## src/hw/rtl/mbe_pkg.sv

```systemverilog
// Shared constants, types and codes for the Mandelbrot escape-time unit.
package mbe_pkg;

  localparam int FRAC_BITS  = 28;
  localparam int COUNT_BITS = 16;
  localparam int MAX_DIM    = 1024;

  localparam int CFG_W     = 32;
  localparam int CFG_IDX_W = 3;
  localparam int COORD_W   = $clog2(MAX_DIM);
  localparam int SIZE_W    = COORD_W + 1;

  // Window mapping widths: span times coordinate, its magnitude, and c at full width.
  localparam int SPAN_W    = CFG_W + 1;
  localparam int PROD_W    = SPAN_W + COORD_W + 1;
  localparam int MAG_W     = PROD_W - 1;
  localparam int C_W       = PROD_W + 1;
  localparam int DIV_CNT_W = $clog2(MAG_W + 1);

  // Iteration widths: multiplier operand, exact product, and the z register.
  localparam int OPW  = FRAC_BITS + 3;
  localparam int MULW = 2 * OPW;
  localparam int Z_W  = (C_W > OPW + 2) ? C_W : OPW + 2;

  localparam logic signed [Z_W-1:0]  TWO_Z     = Z_W'(1) << (FRAC_BITS + 1);
  localparam logic signed [Z_W-1:0]  NEG_TWO_Z = -TWO_Z;
  localparam logic signed [MULW-1:0] FOUR_SQ   = MULW'(1) << (2 * FRAC_BITS + 2);

  // Register indexes on the configuration port.
  localparam logic [CFG_IDX_W-1:0] REG_REAL_LOW   = 3'd0;
  localparam logic [CFG_IDX_W-1:0] REG_REAL_HIGH  = 3'd1;
  localparam logic [CFG_IDX_W-1:0] REG_IMAG_LOW   = 3'd2;
  localparam logic [CFG_IDX_W-1:0] REG_IMAG_HIGH  = 3'd3;
  localparam logic [CFG_IDX_W-1:0] REG_WIDTH      = 3'd4;
  localparam logic [CFG_IDX_W-1:0] REG_HEIGHT     = 3'd5;
  localparam logic [CFG_IDX_W-1:0] REG_ITER_LIMIT = 3'd6;

  localparam logic signed [CFG_W-1:0] RST_REAL_LOW  = CFG_W'(-(64'sd2 <<< FRAC_BITS));
  localparam logic signed [CFG_W-1:0] RST_REAL_HIGH = CFG_W'(64'sd1 <<< FRAC_BITS);
  localparam logic signed [CFG_W-1:0] RST_IMAG_LOW  = CFG_W'(-(64'sd3 <<< (FRAC_BITS - 1)));
  localparam logic signed [CFG_W-1:0] RST_IMAG_HIGH = CFG_W'(64'sd3 <<< (FRAC_BITS - 1));
  localparam logic [SIZE_W-1:0]       RST_SIZE      = SIZE_W'(800);
  localparam logic [COUNT_BITS-1:0]   RST_LIMIT     = COUNT_BITS'(1000);

  typedef enum logic [2:0] {
    S_IDLE,
    S_MAP_MUL,
    S_DIV_GO,
    S_DIV_WAIT,
    S_MAP_SET,
    S_IT_MUL,
    S_IT_ADD,
    S_DONE
  } state_t;

  typedef struct packed {
    logic load;
    logic axis;
    logic map_mul;
    logic div_go;
    logic map_set;
    logic it_mul;
    logic it_upd;
  } cmd_t;

  typedef struct packed {
    logic div_done;
    logic at_limit;
    logic escape;
  } stat_t;

endpackage

```

## src/hw/rtl/mbe_ctrl.sv

```systemverilog
// Controller: sequences mapping of both axes, the iteration loop and the result beat.
module mbe_ctrl (
  input  logic           clk,
  input  logic           rst_n,
  input  logic           start,
  input  mbe_pkg::stat_t stat,
  output mbe_pkg::cmd_t  cmd,
  output logic           busy,
  output logic           out_valid
);

  mbe_pkg::state_t state_r, state_nxt;
  logic            axis_r, axis_nxt;

  always_ff @(posedge clk) begin
    if (!rst_n) begin
      state_r <= mbe_pkg::S_IDLE;
      axis_r  <= 1'b0;
    end else begin
      state_r <= state_nxt;
      axis_r  <= axis_nxt;
    end
  end

  always_comb begin
    state_nxt = state_r;
    axis_nxt  = axis_r;
    case (state_r)
      mbe_pkg::S_IDLE: begin
        if (start) begin
          state_nxt = mbe_pkg::S_MAP_MUL;
          axis_nxt  = 1'b0;
        end
      end
      mbe_pkg::S_MAP_MUL:  state_nxt = mbe_pkg::S_DIV_GO;
      mbe_pkg::S_DIV_GO:   state_nxt = mbe_pkg::S_DIV_WAIT;
      mbe_pkg::S_DIV_WAIT: begin
        if (stat.div_done) begin
          state_nxt = mbe_pkg::S_MAP_SET;
        end
      end
      mbe_pkg::S_MAP_SET: begin
        if (axis_r) begin
          state_nxt = mbe_pkg::S_IT_MUL;
        end else begin
          state_nxt = mbe_pkg::S_MAP_MUL;
          axis_nxt  = 1'b1;
        end
      end
      mbe_pkg::S_IT_MUL: begin
        state_nxt = stat.at_limit ? mbe_pkg::S_DONE : mbe_pkg::S_IT_ADD;
      end
      mbe_pkg::S_IT_ADD: begin
        state_nxt = stat.escape ? mbe_pkg::S_DONE : mbe_pkg::S_IT_MUL;
      end
      mbe_pkg::S_DONE:     state_nxt = mbe_pkg::S_IDLE;
      default:             state_nxt = mbe_pkg::S_IDLE;
    endcase
  end

  always_comb begin
    cmd       = '0;
    cmd.axis  = axis_r;
    busy      = 1'b1;
    out_valid = 1'b0;
    case (state_r)
      mbe_pkg::S_IDLE: begin
        busy     = 1'b0;
        cmd.load = start;
      end
      mbe_pkg::S_MAP_MUL:  cmd.map_mul = 1'b1;
      mbe_pkg::S_DIV_GO:   cmd.div_go  = 1'b1;
      mbe_pkg::S_DIV_WAIT: ;
      mbe_pkg::S_MAP_SET:  cmd.map_set = stat.div_done || 1'b1;
      mbe_pkg::S_IT_MUL:   cmd.it_mul  = !stat.at_limit;
      mbe_pkg::S_IT_ADD:   cmd.it_upd  = !stat.escape;
      mbe_pkg::S_DONE:     out_valid   = 1'b1;
      default:             busy        = 1'b0;
    endcase
  end

  a_one_beat: assert property (@(posedge clk) disable iff (!rst_n)
    out_valid |=> !out_valid)
    else $error("result strobe held for more than one cycle");
  a_accept_busy: assert property (@(posedge clk) disable iff (!rst_n)
    (start && !busy) |=> busy)
    else $error("accepted pixel did not make the unit busy");

endmodule

```

## config.mk

```make
export PLATFORM = sky130hd
export DESIGN_NAME = mbe_ctrl
export DESIGN_NICKNAME = d
export VERILOG_FILES = /design/src/hw/rtl/mbe_pkg.sv /design/src/hw/rtl/mbe_ctrl.sv
export SDC_FILE = /design/constraint.sdc
export NUM_CORES = 1
export LEC_CHECK = 0
export ABC_AREA = 1
export BUFFER_PORTS_ARGS = -buffer_cell sky130_fd_sc_hd__buf_2
export CAP_MARGIN = 20
export CORE_AREA = 2 2 39 41
export CTS_BUF_LIST = sky130_fd_sc_hd__clkbuf_2
export CTS_CLUSTER_DIAMETER = 150
export DETAILED_ROUTE_END_ITERATION = 12
export DIE_AREA = 0 0 41 43
export PLACE_DENSITY = 0.44
export SLEW_MARGIN = 40
export SYNTH_ARGS = -nofsm -noshare
export SYNTH_HDL_FRONTEND = slang
export SYNTH_SLANG_ARGS = --single-unit
```

## constraint.sdc

```tcl
create_clock -name clk -period 2 [get_ports clk]
set_input_delay 0.2 -clock clk [delete_from_list [all_inputs] [get_ports clk]]
set_output_delay 0.2 -clock clk [all_outputs]
set_load 0.005 [all_outputs]
```

# Word level (Yosys, flattened, before mapping)
# Index checks and enable logic that the tools add are counted.
# word_totals
register_bits,4
inputBits,6
output_inout_bits,9
word_cells,33
# op_classes
n_eq_ne,9
mux,16
reduce_logical,6
# ops
cell,n
$pmux 3 s8,1
$eq 3x3->1 const B,4
$mux 1,10
$mux 3,3
$eq 3x2->1 const B,2
$ne 2x2->1 const B,2
$reduce_and 2->1,2
$eq 3x1->1 const B,1
$logic_not 3->1,1
$logic_not 1->1,2
$mux 2,1
$pmux 1 s2,1
$reduce_bool 2->1,1

# Logic depth before layout (Yosys ltp)
# Gate-level depths: netlist of run 1.
# depth
ltp_word,3
mapped_depth,6
ltp_nobuf,5

# Worst setup path before layout of run 1
# OpenSTA, ideal clock, no wires.
# synth_path
kind,register -> output
startpoint,register state_r[0]
endpoint,output port cmd[2] (netlist name)
arrival_time_ns,0.787
required_time_ns,1.800
setup_slack_ns,1.013
path_stages_with_launch,6
n_path_buf,2
cell_sequence,dfxtp_1 buf_6 nor2_2 nand2_1 inv_1 buf_4
# synth_rtl
item,line,source
start: declaration,mbe_ctrl.sv:12,"mbe_pkg::state_t state_r, state_nxt;"
start signal: assignment,mbe_ctrl.sv:17,state_r <= mbe_pkg::S_IDLE;
start signal: assignment,mbe_ctrl.sv:20,state_r <= state_nxt;
end: declaration,mbe_ctrl.sv:7,"output mbe_pkg::cmd_t cmd,"

# Worst setup path after layout of run 1
# layout_path
startpoint,register state_r[2]
endpoint,output port out_valid
# layout_via
elab_chain_len,2
# layout_lines
item,line,source
$eq 3x3->1,mbe_ctrl.sv:66,case (state_r)
$mux 1,mbe_ctrl.sv:66,
end: declaration,mbe_ctrl.sv:9,output logic out_valid
# No other way between the ends.

==> qor.yml, run 1 <==
final_cell_mix: "buf_2 (14), nor2_1 (8), inv_1 (7)"
grt_pass1_vias: 256
placed_cells: 73
drcViolationCount: 0
cts_htree_levels: 1
slew-limit-headroom_pct: 80.3
worstSetupEndpointType: "output port"
hold_viol_final: 0
grt_max_degree: 10
critPathTopFamily: "flip-flops"
antenna_cells: 0
ys_ff_latch: 4
worstHoldPathCells: 3
grt_overflow: 0
critPathRequiredTime_ns: 1.80
dp_hpwl_um: 571
clk-insertion-delay-late_ns: 0.20
period_minus_slack_ns: 1.35
io_buffers: 14
wl_um: 651
grt_pass1_wl_um: 1040
core-area_um2: 1380
dieArea_um2: 1760
die_w_um: 41
p_comb_share_pct: 25.9
intPower_uw: 153
worst_path_max_delay_cell: "dfxtp_1"
fmax_mhz: 738
start_util_pct: 21.3
fin_cells: 76
maxCapViolations: 0
cts-resized-gates: 0
clock_sinks: 4
synth_nets: 53
yosys-top-cells-area: "dfxtp_1 (27%), nand3_1 (10%), nor2_1 (10%), inv_1 (8.9%), buf_4 (7.6%)"
nFillCells: 163
finalSetupViolCount: 0
final_core_util_pct: 26.5
hold_buffers: 0
syn_inst: 47
worstPathArrival_ns: 1.15
synth.distinct_cells: 16
synth_top_area_cell: "dfxtp_1"
rsz0062_at_grt: "false"
switching_share_pct: 33.7
max_slew.worst_pin.slew_ns: 0.295
leakage_nw: 0.204
vias: 314
crit_path_max_incr_delay_ns: 0.48
layout.cells.most_common: "buf_2"
grt.total_usage_pct: 9.43
worst-path-stages: 3
critical_path_buf_inv_count: 2
gp_congestion: 0.728
dr.pass1.iters: 2
total_power_uw: 231
cts_tree: "done"
power.share.sequential_pct: 43.2
wire_per_inst_um: 8.57
cts_buffers: 3
detail-route-antenna-nets: 0
clk_pin_slew_ns: 0.04
crit_path_start_kind: "flop"
viasPerCell: 4.13
r2r_slack_ns: 0.95
critical_path_class: "flop to output port"
drv_slew: 0
min_path_type: "input pin to flop"
syn_area_um2: 295
path_cells: "clkinv_2 > nor3_1 > buf_2"
antenna_found_initial: 0
clock_path_buffers: 2
cts_setup_buffers: 0
reg2reg_depth: 5
rows: 14
drt_iter0_markers: 12
placed_cell_area_um2: 352
ys_warn_count: 0
io_pins: 15
status: "finished clean"
switching_power_uw: 78.0
p_clk_share_pct: 30.9
power.density_nw_per_um2: 631
syn_to_final_growth_pct: 24.2
finalSetupTns_ns: 0
cts.root.buffer_cell: "clkbuf_2"
ir_drop_mv: 0.359
yosysTopAreaCellShare_pct: 27.1
ys_seq_area_share_pct: 27.1
finalCritPeriodShare_pct: 67.7
syn_avg_cell_area_um2: 6.28
drive_above_1_share_pct: 38.3
final_area_um2: 367
worst-path-max-fanout: 9
nets: 68
die_h_um: 43
skew_ns: 0.000847
## cells in the mapped netlist, drive strengths merged
library cell  count
clkinv            1
inv               8
nand2             4
o21ai             1
buf               4
nor2             10
nor3              3
a21oi             4
nand3             7
dfxtp             4
nand4             1
## logic make-up after synthesis
kind of cell	after synthesis	synth area share, %
AOI/OAI and AO/OA	5	8.47
buffers and inverters	13	23.3
DFF	4	27.1
and+or+nand+nor	25	41.1
## final cells by class
class / instances / area [um^2] / share of cell area, %
inverter: 9 / 35.0 / 9.56
clock buffer: 3 / 15.0 / 4.10
sequential: 4 / 80.1 / 21.8
tap: 16 / 20.0 / 5.46
multi-input combinational: 30 / 146 / 39.9
timing repair buffer: 14 / 70.1 / 19.1
## per-stage QoR
stage / setup slack, ns / hold WS (ns)
floorplan: 1.01 / 0.362
global placement: 0.863 / 0.477
detailed placement: 0.857 / 0.477
CTS: 0.637 / 0.257
global route: 0.481 / 0.261
finish: 0.646 / 0.263
## registers in the layout, summed over array words and instances, names as in the netlist
register	count
axis_r	1
state_r	3
## worst paths after layout
check / from / end
worst max-delay path: state_r[2]$_SDFFE_PN0P_ / out_valid
worst min-delay path: rst_n / state_r[2]$_SDFFE_PN0P_
worst max register to register: state_r[0]$_SDFFE_PN0P_ / state_r[2]$_SDFFE_PN0P_
worst min register to register: axis_r$_SDFFE_PN0P_ / axis_r$_SDFFE_PN0P_
## layer usage
metal / global-route usage (%) / routed length [um]
met5: 0 / 0
met4: 4.00 / 0
met3: 9.42 / 62
met2: 12.2 / 299
met1: 9.94 / 289
## tightest hold or removal path: cells and delay by family
| family | cells | cell delay [ns] |
|---|---|---|
| buf+inv | 2 | 0.13 |
| simple gates | 1 | 0.09 |
## power by group through the flow
| stage | logic, mW | registers, mW | clock network [mW] |
|---|---|---|---|
| 6_report | 0.0599 | 0.0998 | 0.0714 |
| 5_1_grt | 0.0698 | 0.102 | 0.0839 |
| 4_1_cts | 0.0612 | 0.100 | 0.0756 |
| 3_5_place_dp | 0.0609 | 0.101 | 0 |
| 3_3_place_gp | 0.0617 | 0.102 | 0 |
| 2_1_floorplan | 0.0498 | 0.0939 | 0 |
(Power assumes the default switching activity.)
==> run 2: changes to the inputs <==
PLACE_DENSITY = 0.45   (was 0.44)
clock period = 1.08 ns   (was 2 ns; I/O delays follow)
==> qor.yml, run 2 (synthesized netlist as in run 1, its figures left out) <==
status: "finished clean"
io_pins: 15
cts_htree_levels: 1
p_comb_share_pct: 34.2
detail-route-antenna-nets: 0
drive_above_1_share_pct: 56.7
grt_overflow: 0
slew-limit-headroom_pct: 91.0
nets: 75
rows: 14
period_minus_slack_ns: 1.07
clock_path_buffers: 2
nFillCells: 163
largest_register_ffs: 3
switching_share_pct: 34.0
power.density_nw_per_um2: 1060
antenna_cells: 0
drt_iter0_markers: 1
die_w_um: 41
dieArea_um2: 1760
drv_slew: 0
worstSetupEndpointType: "output port"
finalCritPeriodShare_pct: 99.2
critPathRequiredTime_ns: 0.97
finalSetupViolCount: 0
reg_top3: "state_r: 3 flops, axis_r: 1 flops"
worstPathArrival_ns: 0.96
switching_power_uw: 167
max_slew.worst_pin.slew_ns: 0.133
core-area_um2: 1380
power.share.sequential_pct: 38.4
pre_cts_ws_ns: 0.0607
multi_input_comb_area_um2: 169
die_h_um: 43
start_util_pct: 21.3
crit_path_max_incr_delay_ns: 0.36
hold_buffers: 0
grt.total_usage_pct: 10.4
skew_ns: 0.00237
cts_tree: "done"
final_cell_mix: "buf_2 (14), nor2_1 (7), inv_1 (6), buf_4 (6), nand3_1 (5)"
path_cells: "nor2_4 > nand2_2 > nor2_2 > buf_2"
final_area_um2: 463
critical_path_buf_inv_count: 1
leakage_nw: 0.244
min_path_type: "input pin to flop"
gp_congestion: 0.649
top_register: "state_r"
crit_path_start_kind: "flop"
hold_viol_final: 0
dr.pass1.iters: 2
maxCapViolations: 0
drcViolationCount: 0
wire_per_inst_um: 8.93
layout.cells.most_common: "buf_2"
placed_cell_area_um2: 374
vias: 352
antenna_found_initial: 0
clk-insertion-delay-late_ns: 0.20
cts.root.buffer_cell: "clkbuf_2"
grt_pass1_wl_um: 1170
rsz0062_at_grt: "true"
clock_sinks: 4
ir_drop_mv: 0.394
critical_path_class: "flop to output port"
intPower_uw: 323
wl_um: 741
ff_latch_area_um2: 91.3
worst_path_max_delay_cell: "dfxtp_4"
p_clk_share_pct: 27.4
grt_max_degree: 8
critPathTopFamily: "flip-flops"
fmax_mhz: 934
dp_hpwl_um: 562
setup_slack_ns: 0.00884
worst-path-max-fanout: 6
syn_to_final_growth_pct: 56.8
clk_pin_slew_ns: 0.04
grt_pass1_vias: 299
io_buffers: 14
cts_buffers: 3
viasPerCell: 4.24
## run 2: changes by cell type in the layout (fill, tap and decap cells not counted), sizes merged
cell  previous run  this run
buf             14        21
## run 2: per-stage QoR
| step | total power [mW] | util, % | setup TNS [ns] | cells | hold WS, ns |
|---|---|---|---|---|---|
| detailed placement | 0.314 | 27.0 | 0 | 76 | 0.389 |
| floorplan | 0.266 | - | 0 | 47 | 0.247 |
| CTS | 0.482 | 31.2 | -0.0210 | 80 | 0.159 |
| global route | 0.530 | 33.5 | -0.297 | 83 | 0.184 |
| finish | 0.489 | 33.5 | 0 | 83 | 0.168 |
| global placement | 0.318 | 27.0 | 0 | 76 | 0.383 |
## run 2: timing repair
action                                 4_1_cts  5_1_grt
endpoints found under the hold margin        0        0
pin swaps                                    2        3
buffers inserted                             1        3
gates resized for setup                     12        3
setup endpoints to repair                    8        6
## run 2: worst min-delay path, delay by kind of cell
| family | cells | cell delay [ns] |
|---|---|---|
| buf+inv | 2 | 0.13 |
| simple gates | 1 | 0.09 |
## run 2: path summary, 6_finish.rpt
check	start	to	slack [ns]	cells past startpoint
max	state_r[0]$_SDFFE_PN0P_	cmd[6]	0.009	4
min	rst_n	state_r[2]$_SDFFE_PN0P_	0.17	3
max reg2reg	state_r[0]$_SDFFE_PN0P_	axis_r$_SDFFE_PN0P_	0.07	5
min reg2reg	axis_r$_SDFFE_PN0P_	axis_r$_SDFFE_PN0P_	0.51	2
## run 2: routing by layer
layer	share of wire, %	global-route usage [%]
met4	1.1	8.00
met1	40	10.6
met2	51	15.3
met5	0	0
met3	8.1	4.71
## run 2: layout make-up
cell class              count  area share [%]
well taps                  16            4.32
flip-flops and latches      4            19.7
clock buffers               3            3.24
inverters                   9            8.92
repair buffers             21            27.3
multi-input cells          30            36.5
## run 2: power by group through the flow
stage | clock network (mW) | registers [mW] | logic (mW)
after detailed placement | 0 | 0.184 | 0.130
after global routing | 0.152 | 0.191 | 0.188
after floorplan | 0 | 0.174 | 0.0923
after global placement | 0 | 0.185 | 0.133
final | 0.134 | 0.188 | 0.167
after CTS | 0.145 | 0.186 | 0.150
